--- src/hdl/fpdf_pkg.sv ---
// Shared types and constants of the fixed-point decimal formatter.
// No dependencies; every other file of the block imports this package.
`default_nettype none

package fpdf_pkg;

    // Text layout
    localparam int NUM_DIGITS    = 5;
    localparam int DIV_STAGES    = NUM_DIGITS - 1;
    localparam int VALUE_W       = 16;
    localparam int PLACES_W      = 3;
    localparam int CHAR_W        = 8;
    localparam int BCD_W         = 4;

    // Character codes
    localparam logic [CHAR_W-1:0] CHAR_ZERO  = 8'h30;
    localparam logic [CHAR_W-1:0] CHAR_PLUS  = 8'h2B;
    localparam logic [CHAR_W-1:0] CHAR_MINUS = 8'h2D;

    // Place count that suppresses the mark, and the last text position
    localparam logic [PLACES_W-1:0] NO_MARK    = 3'd7;
    localparam logic [2:0]          MARK_LIMIT = 3'd6;

    // Divide by ten as multiply by ceil(2^19 / 10), exact for 16-bit operands
    localparam int                 RECIP_W     = 17;
    localparam logic [RECIP_W-1:0] RECIP_TEN   = 17'd52429;
    localparam int                 RECIP_SHIFT = 19;
    localparam int                 PROD_W      = VALUE_W + RECIP_W;
    localparam int                 QUOT_W      = PROD_W - RECIP_SHIFT;

    // Configuration register indexes and reset values
    localparam logic CFG_UNSIGNED_MODE = 1'b0;
    localparam logic CFG_MARK_CHAR     = 1'b1;
    localparam logic              UNSIGNED_RESET = 1'b1;
    localparam logic [CHAR_W-1:0] MARK_RESET     = 8'd44;

    // Number in flight: remaining magnitude and the digits peeled off so far.
    // digits[0] is the most significant digit.
    typedef struct packed {
        logic [VALUE_W-1:0]                 mag;
        logic [NUM_DIGITS-1:0][BCD_W-1:0]   digits;
        logic                               neg;
        logic [PLACES_W-1:0]                places;
    } t_digit_word;

endpackage

`default_nettype wire

--- src/hdl/fixed_point_decimal_formatter_top.sv ---
// Top level of the fixed-point decimal formatter: sign stage, divide-by-ten
// pipeline and character serializer. Depends on fpdf_pkg, fpdf_digit_stage
// and fpdf_serializer.
`default_nettype none

// Converts a 16-bit number into sign, five decimal digits and an optional
// decimal mark, sent as ASCII words on the output channel. A number enters a
// six-register pipeline (sign, four divide-by-ten stages, serializer). The
// output channel carries one character per cycle while the receiver does not
// stall, and a number has six characters (no mark) or seven, so sustained
// intake is set by the serializer; up to five more numbers queue in the
// pipeline while it drains. Configuration writes take effect at once and are
// meant for idle periods only.
module fixed_point_decimal_formatter_top (
    input  wire                                 i_clk,
    input  wire                                 i_rst_n,
    // configuration
    input  wire                                 i_cfg_we,
    input  wire                                 i_cfg_index,
    input  wire  [fpdf_pkg::CHAR_W-1:0]         i_cfg_data,
    // number input
    input  wire                                 i_in_valid,
    output logic                                o_in_stall,
    input  wire  [fpdf_pkg::VALUE_W-1:0]        i_value,
    input  wire  [fpdf_pkg::PLACES_W-1:0]       i_decimal_places,
    // character output
    output logic                                o_out_valid,
    input  wire                                 i_out_stall,
    output logic [fpdf_pkg::CHAR_W-1:0]         o_text_char,
    output logic                                o_last_char
);
    import fpdf_pkg::*;

    logic                 r_unsigned_mode;
    logic [CHAR_W-1:0]    r_mark_char;
    logic                 r_s_valid;
    t_digit_word          r_s_word;
    t_digit_word          n_s_word;
    logic                 w_neg;

    logic                 w_valid [DIV_STAGES+1];
    t_digit_word          w_word  [DIV_STAGES+1];
    logic                 w_stall [DIV_STAGES+1];

    // Configuration registers
    always_ff @(posedge i_clk) begin
        if (!i_rst_n) begin
            r_unsigned_mode <= UNSIGNED_RESET;
            r_mark_char     <= MARK_RESET;
        end else if (i_cfg_we) begin
            unique case (i_cfg_index)
                CFG_UNSIGNED_MODE: r_unsigned_mode <= i_cfg_data[0];
                CFG_MARK_CHAR:     r_mark_char     <= i_cfg_data;
                default:           ;
            endcase
        end
    end

    // Sign stage: split into sign and magnitude
    assign w_neg = !r_unsigned_mode && i_value[VALUE_W-1];

    always_comb begin
        n_s_word        = '0;
        n_s_word.neg    = w_neg;
        n_s_word.mag    = w_neg ? (VALUE_W'(0) - i_value) : i_value;
        n_s_word.places = i_decimal_places;
    end

    assign o_in_stall = r_s_valid && w_stall[0];

    always_ff @(posedge i_clk) begin
        if (!i_rst_n) begin
            r_s_valid <= 1'b0;
        end else if (!o_in_stall) begin
            r_s_valid <= i_in_valid;
        end
    end

    always_ff @(posedge i_clk) begin
        if (!o_in_stall && i_in_valid) begin
            r_s_word <= n_s_word;
        end
    end

    assign w_valid[0] = r_s_valid;
    assign w_word[0]  = r_s_word;

    // Divide-by-ten stages, least significant digit first
    for (genvar g = 0; g < DIV_STAGES; g++) begin : g_div
        fpdf_digit_stage #(
            .DIGIT_IDX (NUM_DIGITS - 1 - g)
        ) u_stage (
            .i_clk   (i_clk),
            .i_rst_n (i_rst_n),
            .i_valid (w_valid[g]),
            .i_word  (w_word[g]),
            .o_stall (w_stall[g]),
            .o_valid (w_valid[g+1]),
            .o_word  (w_word[g+1]),
            .i_stall (w_stall[g+1])
        );
    end

    // Remaining quotient is the leading digit
    t_digit_word w_final;

    always_comb begin
        w_final           = w_word[DIV_STAGES];
        w_final.digits[0] = w_word[DIV_STAGES].mag[BCD_W-1:0];
    end

    fpdf_serializer u_ser (
        .i_clk       (i_clk),
        .i_rst_n     (i_rst_n),
        .i_valid     (w_valid[DIV_STAGES]),
        .i_word      (w_final),
        .o_stall     (w_stall[DIV_STAGES]),
        .i_mark_char (r_mark_char),
        .o_valid     (o_out_valid),
        .o_text_char (o_text_char),
        .o_last_char (o_last_char),
        .i_stall     (i_out_stall)
    );

    // Input stalls only when the sign stage is full
    a_in_stall_full: assert property (@(posedge i_clk) disable iff (!i_rst_n)
        o_in_stall |-> r_s_valid)
        else $error("input stalled with empty sign stage");

    // Negative magnitude lies between 1 and 32768
    a_neg_range: assert property (@(posedge i_clk) disable iff (!i_rst_n)
        (r_s_valid && r_s_word.neg) |-> (r_s_word.mag != '0 && r_s_word.mag <= 16'h8000))
        else $error("negative magnitude out of range");

    // After four divisions the leftover fits a single digit
    a_lead_digit: assert property (@(posedge i_clk) disable iff (!i_rst_n)
        w_valid[DIV_STAGES] |-> (w_word[DIV_STAGES].mag < 16'd10))
        else $error("leading digit overflow");

endmodule

`default_nettype wire

--- src/hdl/fpdf_digit_stage.sv ---
// One pipeline stage of the formatter: peels the lowest decimal digit off
// the magnitude by reciprocal multiplication. Depends on fpdf_pkg.
`default_nettype none

module fpdf_digit_stage #(
    parameter int DIGIT_IDX = fpdf_pkg::NUM_DIGITS - 1
) (
    input  wire                     i_clk,
    input  wire                     i_rst_n,
    input  wire                     i_valid,
    input  fpdf_pkg::t_digit_word   i_word,
    output logic                    o_stall,
    output logic                    o_valid,
    output fpdf_pkg::t_digit_word   o_word,
    input  wire                     i_stall
);
    import fpdf_pkg::*;

    logic                 r_valid;
    t_digit_word          r_word;
    t_digit_word          n_word;
    logic [PROD_W-1:0]    w_prod;
    logic [QUOT_W-1:0]    w_quot;
    logic [VALUE_W-1:0]   w_quot16;
    logic [VALUE_W-1:0]   w_rem16;

    // Quotient and remainder of the magnitude by ten
    assign w_prod   = PROD_W'(i_word.mag) * PROD_W'(RECIP_TEN);
    assign w_quot   = w_prod[PROD_W-1:RECIP_SHIFT];
    assign w_quot16 = VALUE_W'(w_quot);
    assign w_rem16  = i_word.mag - ((w_quot16 << 3) + (w_quot16 << 1));

    always_comb begin
        n_word                   = i_word;
        n_word.mag               = w_quot16;
        n_word.digits[DIGIT_IDX] = w_rem16[BCD_W-1:0];
    end

    // Hold while full and the next stage stalls
    assign o_stall = r_valid && i_stall;

    always_ff @(posedge i_clk) begin
        if (!i_rst_n) begin
            r_valid <= 1'b0;
        end else if (!o_stall) begin
            r_valid <= i_valid;
        end
    end

    always_ff @(posedge i_clk) begin
        if (!o_stall && i_valid) begin
            r_word <= n_word;
        end
    end

    assign o_valid = r_valid;
    assign o_word  = r_word;

endmodule

`default_nettype wire

--- src/hdl/fpdf_serializer.sv ---
// Output stage of the formatter: holds one converted number and sends its
// text one character per word, inserting the decimal mark. Depends on fpdf_pkg.
`default_nettype none

module fpdf_serializer (
    input  wire                                 i_clk,
    input  wire                                 i_rst_n,
    input  wire                                 i_valid,
    input  fpdf_pkg::t_digit_word               i_word,
    output logic                                o_stall,
    input  wire  [fpdf_pkg::CHAR_W-1:0]         i_mark_char,
    output logic                                o_valid,
    output logic [fpdf_pkg::CHAR_W-1:0]         o_text_char,
    output logic                                o_last_char,
    input  wire                                 i_stall
);
    import fpdf_pkg::*;

    logic               r_busy;
    logic [2:0]         r_idx;
    t_digit_word        r_word;
    logic               w_has_mark;
    logic [2:0]         w_mark_pos;
    logic [2:0]         w_last_idx;
    logic [2:0]         w_text_idx;
    logic               w_take;
    logic               w_done;
    logic [BCD_W-1:0]   w_digit;

    // Text layout of the held number
    assign w_has_mark = (r_word.places != NO_MARK);
    assign w_mark_pos = MARK_LIMIT - r_word.places;
    assign w_last_idx = w_has_mark ? 3'd6 : 3'd5;
    assign w_text_idx = (w_has_mark && (r_idx > w_mark_pos)) ? (r_idx - 3'd1) : r_idx;

    // Pick the digit behind a text position (position 0 is the sign)
    always_comb begin
        case (w_text_idx)
            3'd1:    w_digit = r_word.digits[0];
            3'd2:    w_digit = r_word.digits[1];
            3'd3:    w_digit = r_word.digits[2];
            3'd4:    w_digit = r_word.digits[3];
            3'd5:    w_digit = r_word.digits[4];
            default: w_digit = '0;
        endcase
    end

    always_comb begin
        if (w_has_mark && (r_idx == w_mark_pos)) begin
            o_text_char = i_mark_char;
        end else if (w_text_idx == 3'd0) begin
            o_text_char = r_word.neg ? CHAR_MINUS : CHAR_PLUS;
        end else begin
            o_text_char = CHAR_ZERO + CHAR_W'(w_digit);
        end
    end

    assign o_valid     = r_busy;
    assign o_last_char = (r_idx == w_last_idx);
    assign w_take      = r_busy && !i_stall;
    assign w_done      = w_take && o_last_char;

    // Take a new number once the last character of the held one leaves
    assign o_stall = r_busy && !w_done;

    always_ff @(posedge i_clk) begin
        if (!i_rst_n) begin
            r_busy <= 1'b0;
            r_idx  <= 3'd0;
        end else if (!o_stall && i_valid) begin
            r_busy <= 1'b1;
            r_idx  <= 3'd0;
        end else if (w_done) begin
            r_busy <= 1'b0;
            r_idx  <= 3'd0;
        end else if (w_take) begin
            r_idx  <= r_idx + 3'd1;
        end
    end

    always_ff @(posedge i_clk) begin
        if (!o_stall && i_valid) begin
            r_word <= i_word;
        end
    end

endmodule

`default_nettype wire

--- config.mk ---
export PLATFORM = sky130hd
export DESIGN_NAME = fixed_point_decimal_formatter_top
export DESIGN_NICKNAME = d
export VERILOG_FILES = /design/src/hdl/fpdf_pkg.sv /design/src/hdl/fixed_point_decimal_formatter_top.sv /design/src/hdl/fpdf_digit_stage.sv /design/src/hdl/fpdf_serializer.sv
export SDC_FILE = /design/constraint.sdc
export NUM_CORES = 1
export LEC_CHECK = 0
export BUFFER_PORTS_ARGS = -buffer_cell sky130_fd_sc_hd__buf_4
export CAP_MARGIN = 20
export CORE_ASPECT_RATIO = 0.8
export CORE_MARGIN = 1.5
export CORE_UTILIZATION = 59
export DETAILED_ROUTE_END_ITERATION = 12
export PLACE_DENSITY = 0.79
export SKIP_LAST_GASP = 1
export SYNTH_ARGS = -nofsm -noshare
export SYNTH_HDL_FRONTEND = slang
export SYNTH_SLANG_ARGS = --single-unit
--- constraint.sdc ---
create_clock -name i_clk -period 6.24 [get_ports i_clk]
set_clock_uncertainty 0.15 [all_clocks]
set_input_delay 1.248 -clock i_clk [delete_from_list [all_inputs] [get_ports i_clk]]
set_output_delay 1.248 -clock i_clk [all_outputs]
set_load 0.02 [all_outputs]
==> metrics.md <==
| Metric | Value |
|---|---|
| Clock sink count | 152 |
| CP max stage delay | 0.58 ns |
| Mapped cell area | 16,200 µm² |
| Num rows | 54 |
| Initial antenna violation count | 0 |
| CP top delay family | adder cells |
| Worst setup path start | r_s_word[25] |
| Ant diodes | 0 |
| Core Box Area | 27,200 µm² |
| Post-Place Cell Area | 17,100 µm² |
| Final Hold Viols | 0 |
| # H-tree levels | 4 |
| Hold WC Path Type | register to register |
| CP arrival | 6.05 ns |
| Post-synth cell types | 67 |
| YS warnings | 0 |
| Number of remaining DRC errors | 0 |
| Sequential fraction of the synthesis area | 0.270 |
| Final wirelength | 32.9 mm |
| Syn Nets | 2,014 |
| Root Driver | clkbuf_16 |
| CP endpoint kind | register |
| Final ANT Viol Nets | 0 |
| Maxcap violations | 0 |
| Starting Density | 0.597 |
| Area grow syn2layout | 10.2% |
| Pins Over Slew Limit | 0 |
| Final net count | 2,097 |
| Fmax | 0.166 GHz |
| Setup Crit Path Kind | register to register |
| Asr flop ratio synth | 0 |
| TritonCTS buffer count | 17 |
| Die Y | 151 µm |
| Area of the multi-input gates | 10,500 µm² |
| R2R depth | 21 |
| Clock latency on the worst-skew pair | 0.43 ns |
| Crit path time final | 6.02 ns |
| R2R setup slack | 0.22 ns |
| IO Port Bufs | 43 |
| Sequential Area | 4380 µm² |
| Worst-case clock buffer depth | 2 |
| Max-slew headroom | 0.565 |
| Max Fanout on Critical Path | 5 |
| Hpwl dp | 27.7 mm |
| Post-DR vias/cell | 5.41 |
| Tcrit/Tclk final | 0.965 |
| Total gr overflow | 0 |
| Worst r2r src | r_s_word[25] |
| Layout fillers | 2,029 |
| Crit path required time | 6.27 ns |
| First-pass DRT Iterations | 4 |
| CP bufs+invs | 2 |
| Reg2Reg Capture Point | g_div[0].u_stage.o_word[23] |
| Die area | 28,500 µm² |
| Die Width | 188 µm |
| Slowest-stage cell, CP | fa_1 |
| Vias | 10,400 |
| GPL Wtd Cong | 0.912 |
| Pin count of the biggest net entering global routing | 25 |
| Layout cells sized above 1 | 0.0845 |
| Critical Path, Cell by Cell | ha_1 -> xor2_1 -> ha_1 -> fa_1 -> fa_1 -> fa_1 -> inv_1 -> fa_1 -> inv_1 -> ha_1 -> a21o_1 -> a21oi_2 -> o21ai_2 -> a31oi_1 -> xnor2_1 -> ha_1 -> and2_4 -> nor3b_2 -> mux2i_1 -> o21a_1 -> xnor2_1 |
| CTS tree | yes |
| Post-synth EDFFs | 134 |
| Fin area | 17,900 µm² |
| Cells on Worst Hold Path | 0 |
| CP Launch Type | register |
| 1st-iter DRT viols | 566 |
| Outcome | complete, no violations |
| CP Depth | 21 |
| GRT Overall Usage | 0.244 |
| Seq cells post-synth | 152 |
| CTS clock-pin slew for the worst setup and hold paths | 0.07 ns |
| Global-route wire length before repair | 53.8 mm |
| Drt wl/cell | 17.1 µm |
| Vias in the first global route | 10,600 |
| Top FF cell, synth | edfxtp_1 |
| Final number of setup-violating endpoints | 0 |
| Hold Startpoint | g_div[3].u_stage.o_word[23] |
| Mapped Cells | 1,467 |
| WHS Endpoint | u_ser.r_word[23] |
| Mean Syn Cell Area | 11.0 µm² |
| Worst slew pin tran | 0.652 ns |
| # IOs | 44 |
[stage by stage]
stage	cells	hold WS (ns)	TNS (ns)	setup slack (ns)	util
global placement	1880	0.251	0	0.148	0.628
CTS	1913	0.264	0	0.0167	0.652
finish	1927	0.258	0	0.220	0.657
global route	1927	0.270	-0.0157	-0.0157	0.657
detailed placement	1881	0.255	-0.0126	-0.0126	0.629
floorplan	1467	0.250	0	0.435	-
[cell families after synthesis]
group           count (synthesis)  share of synthesized area
mux                             3                    0.00185
xor+xnor                       78                     0.0435
buf+inv                       372                     0.0862
compound gates                163                     0.0674
simple gates                  185                     0.0560
flops                         152                      0.270
fa+ha+maj                     514                      0.475
[worst register-to-register path: stages (launching register included)]
cell,delay (ns)
edfxtp_1,0.47
ha_1,0.41
xor2_1,0.17
ha_1,0.31
fa_1,0.58
fa_1,0.45
fa_1,0.54
inv_1,0.07
fa_1,0.55
inv_1,0.05
ha_1,0.30
a21o_1,0.17
a21oi_2,0.18
o21ai_2,0.09
a31oi_1,0.18
xnor2_1,0.17
ha_1,0.29
and2_4,0.16
nor3b_2,0.15
mux2i_1,0.09
o21a_1,0.14
xnor2_1,0.13
[worst max-delay path by stage]
stage                                             end
after global routing      g_div[0].u_stage.o_word[23]
after CTS                 g_div[0].u_stage.o_word[23]
after detailed placement  g_div[0].u_stage.o_word[23]
final                     g_div[0].u_stage.o_word[23]
after floorplan           g_div[0].u_stage.o_word[23]
after global placement    g_div[0].u_stage.o_word[23]
[what timing repair did]
action,CTS,global route
endpoints found under the setup margin,1,5
hold buffers,0,0
gates resized for setup,1,13
setup buffers,0,13
pin swaps,0,6
[per-layer routing]
metal,up-vias,routed length [µm],global-route usage
li1,5031,-,-
met1,5141,15500,0.352
met2,227,15200,0.386
met3,31,1860,0.0510
met4,0,316,0.0433
met5,-,0,0
[sequential cells by signal, indices dropped and copies added, names as in the netlist]
name,count
u_ser.r_idx,3
r_s_word,20
r_s_valid,1
u_ser.r_word,24
g_div.u_stage.o_word,90
r_mark_char,8
r_unsigned_mode,1
g_div.u_stage.o_valid,4
u_ser.o_valid,1
[cell usage after synthesis, types with 10 or more instances]
cell | instances | share of area
fa_1 | 168 | 0.21
dfxtp_1 | 18 | 0.022
nor2b_1 | 12 | 0.0046
ha_1 | 346 | 0.27
nand3_1 | 24 | 0.0074
a21o_1 | 15 | 0.0069
o21a_1 | 10 | 0.0046
nor2_1 | 37 | 0.0086
xor2_1 | 29 | 0.016
inv_1 | 366 | 0.085
o21ai_0 | 24 | 0.0074
edfxtp_1 | 134 | 0.25
nand2_1 | 57 | 0.013
a21oi_1 | 43 | 0.013
xnor2_1 | 47 | 0.025
[placed cells by master, fill, tap and decap left out, types with 6 or more instances in the layout]
cell type,synthesis,final
inv_1,366,365
ha_1,346,342
fa_1,168,168
edfxtp_1,134,134
buf_4,0,66
nand2_1,57,57
xnor2_1,47,47
a21oi_1,43,41
nor2_1,37,37
xor2_1,29,29
nand3_1,24,24
o21ai_0,24,23
dfxtp_1,18,18
clkbuf_16,0,17
a21o_1,15,15
nor2b_1,12,10
o21a_1,10,10
nand2b_1,8,8
nand4_1,7,7
a31oi_1,8,7
nor3_1,7,7
a21boi_0,9,7
and2_1,7,6
[final cells by class]
cell class              count  share of cell area
well taps                 364              0.0255
flip-flops and latches    152               0.246
multi-input cells         943               0.588
clock buffers              17              0.0238
clock inverters            15              0.0104
inverters                 368              0.0774
repair buffers             68              0.0294
Power is left out: the tool's default activity adds up to more than one toggle a clock period on the data nets, which glitch-free logic cannot reach.
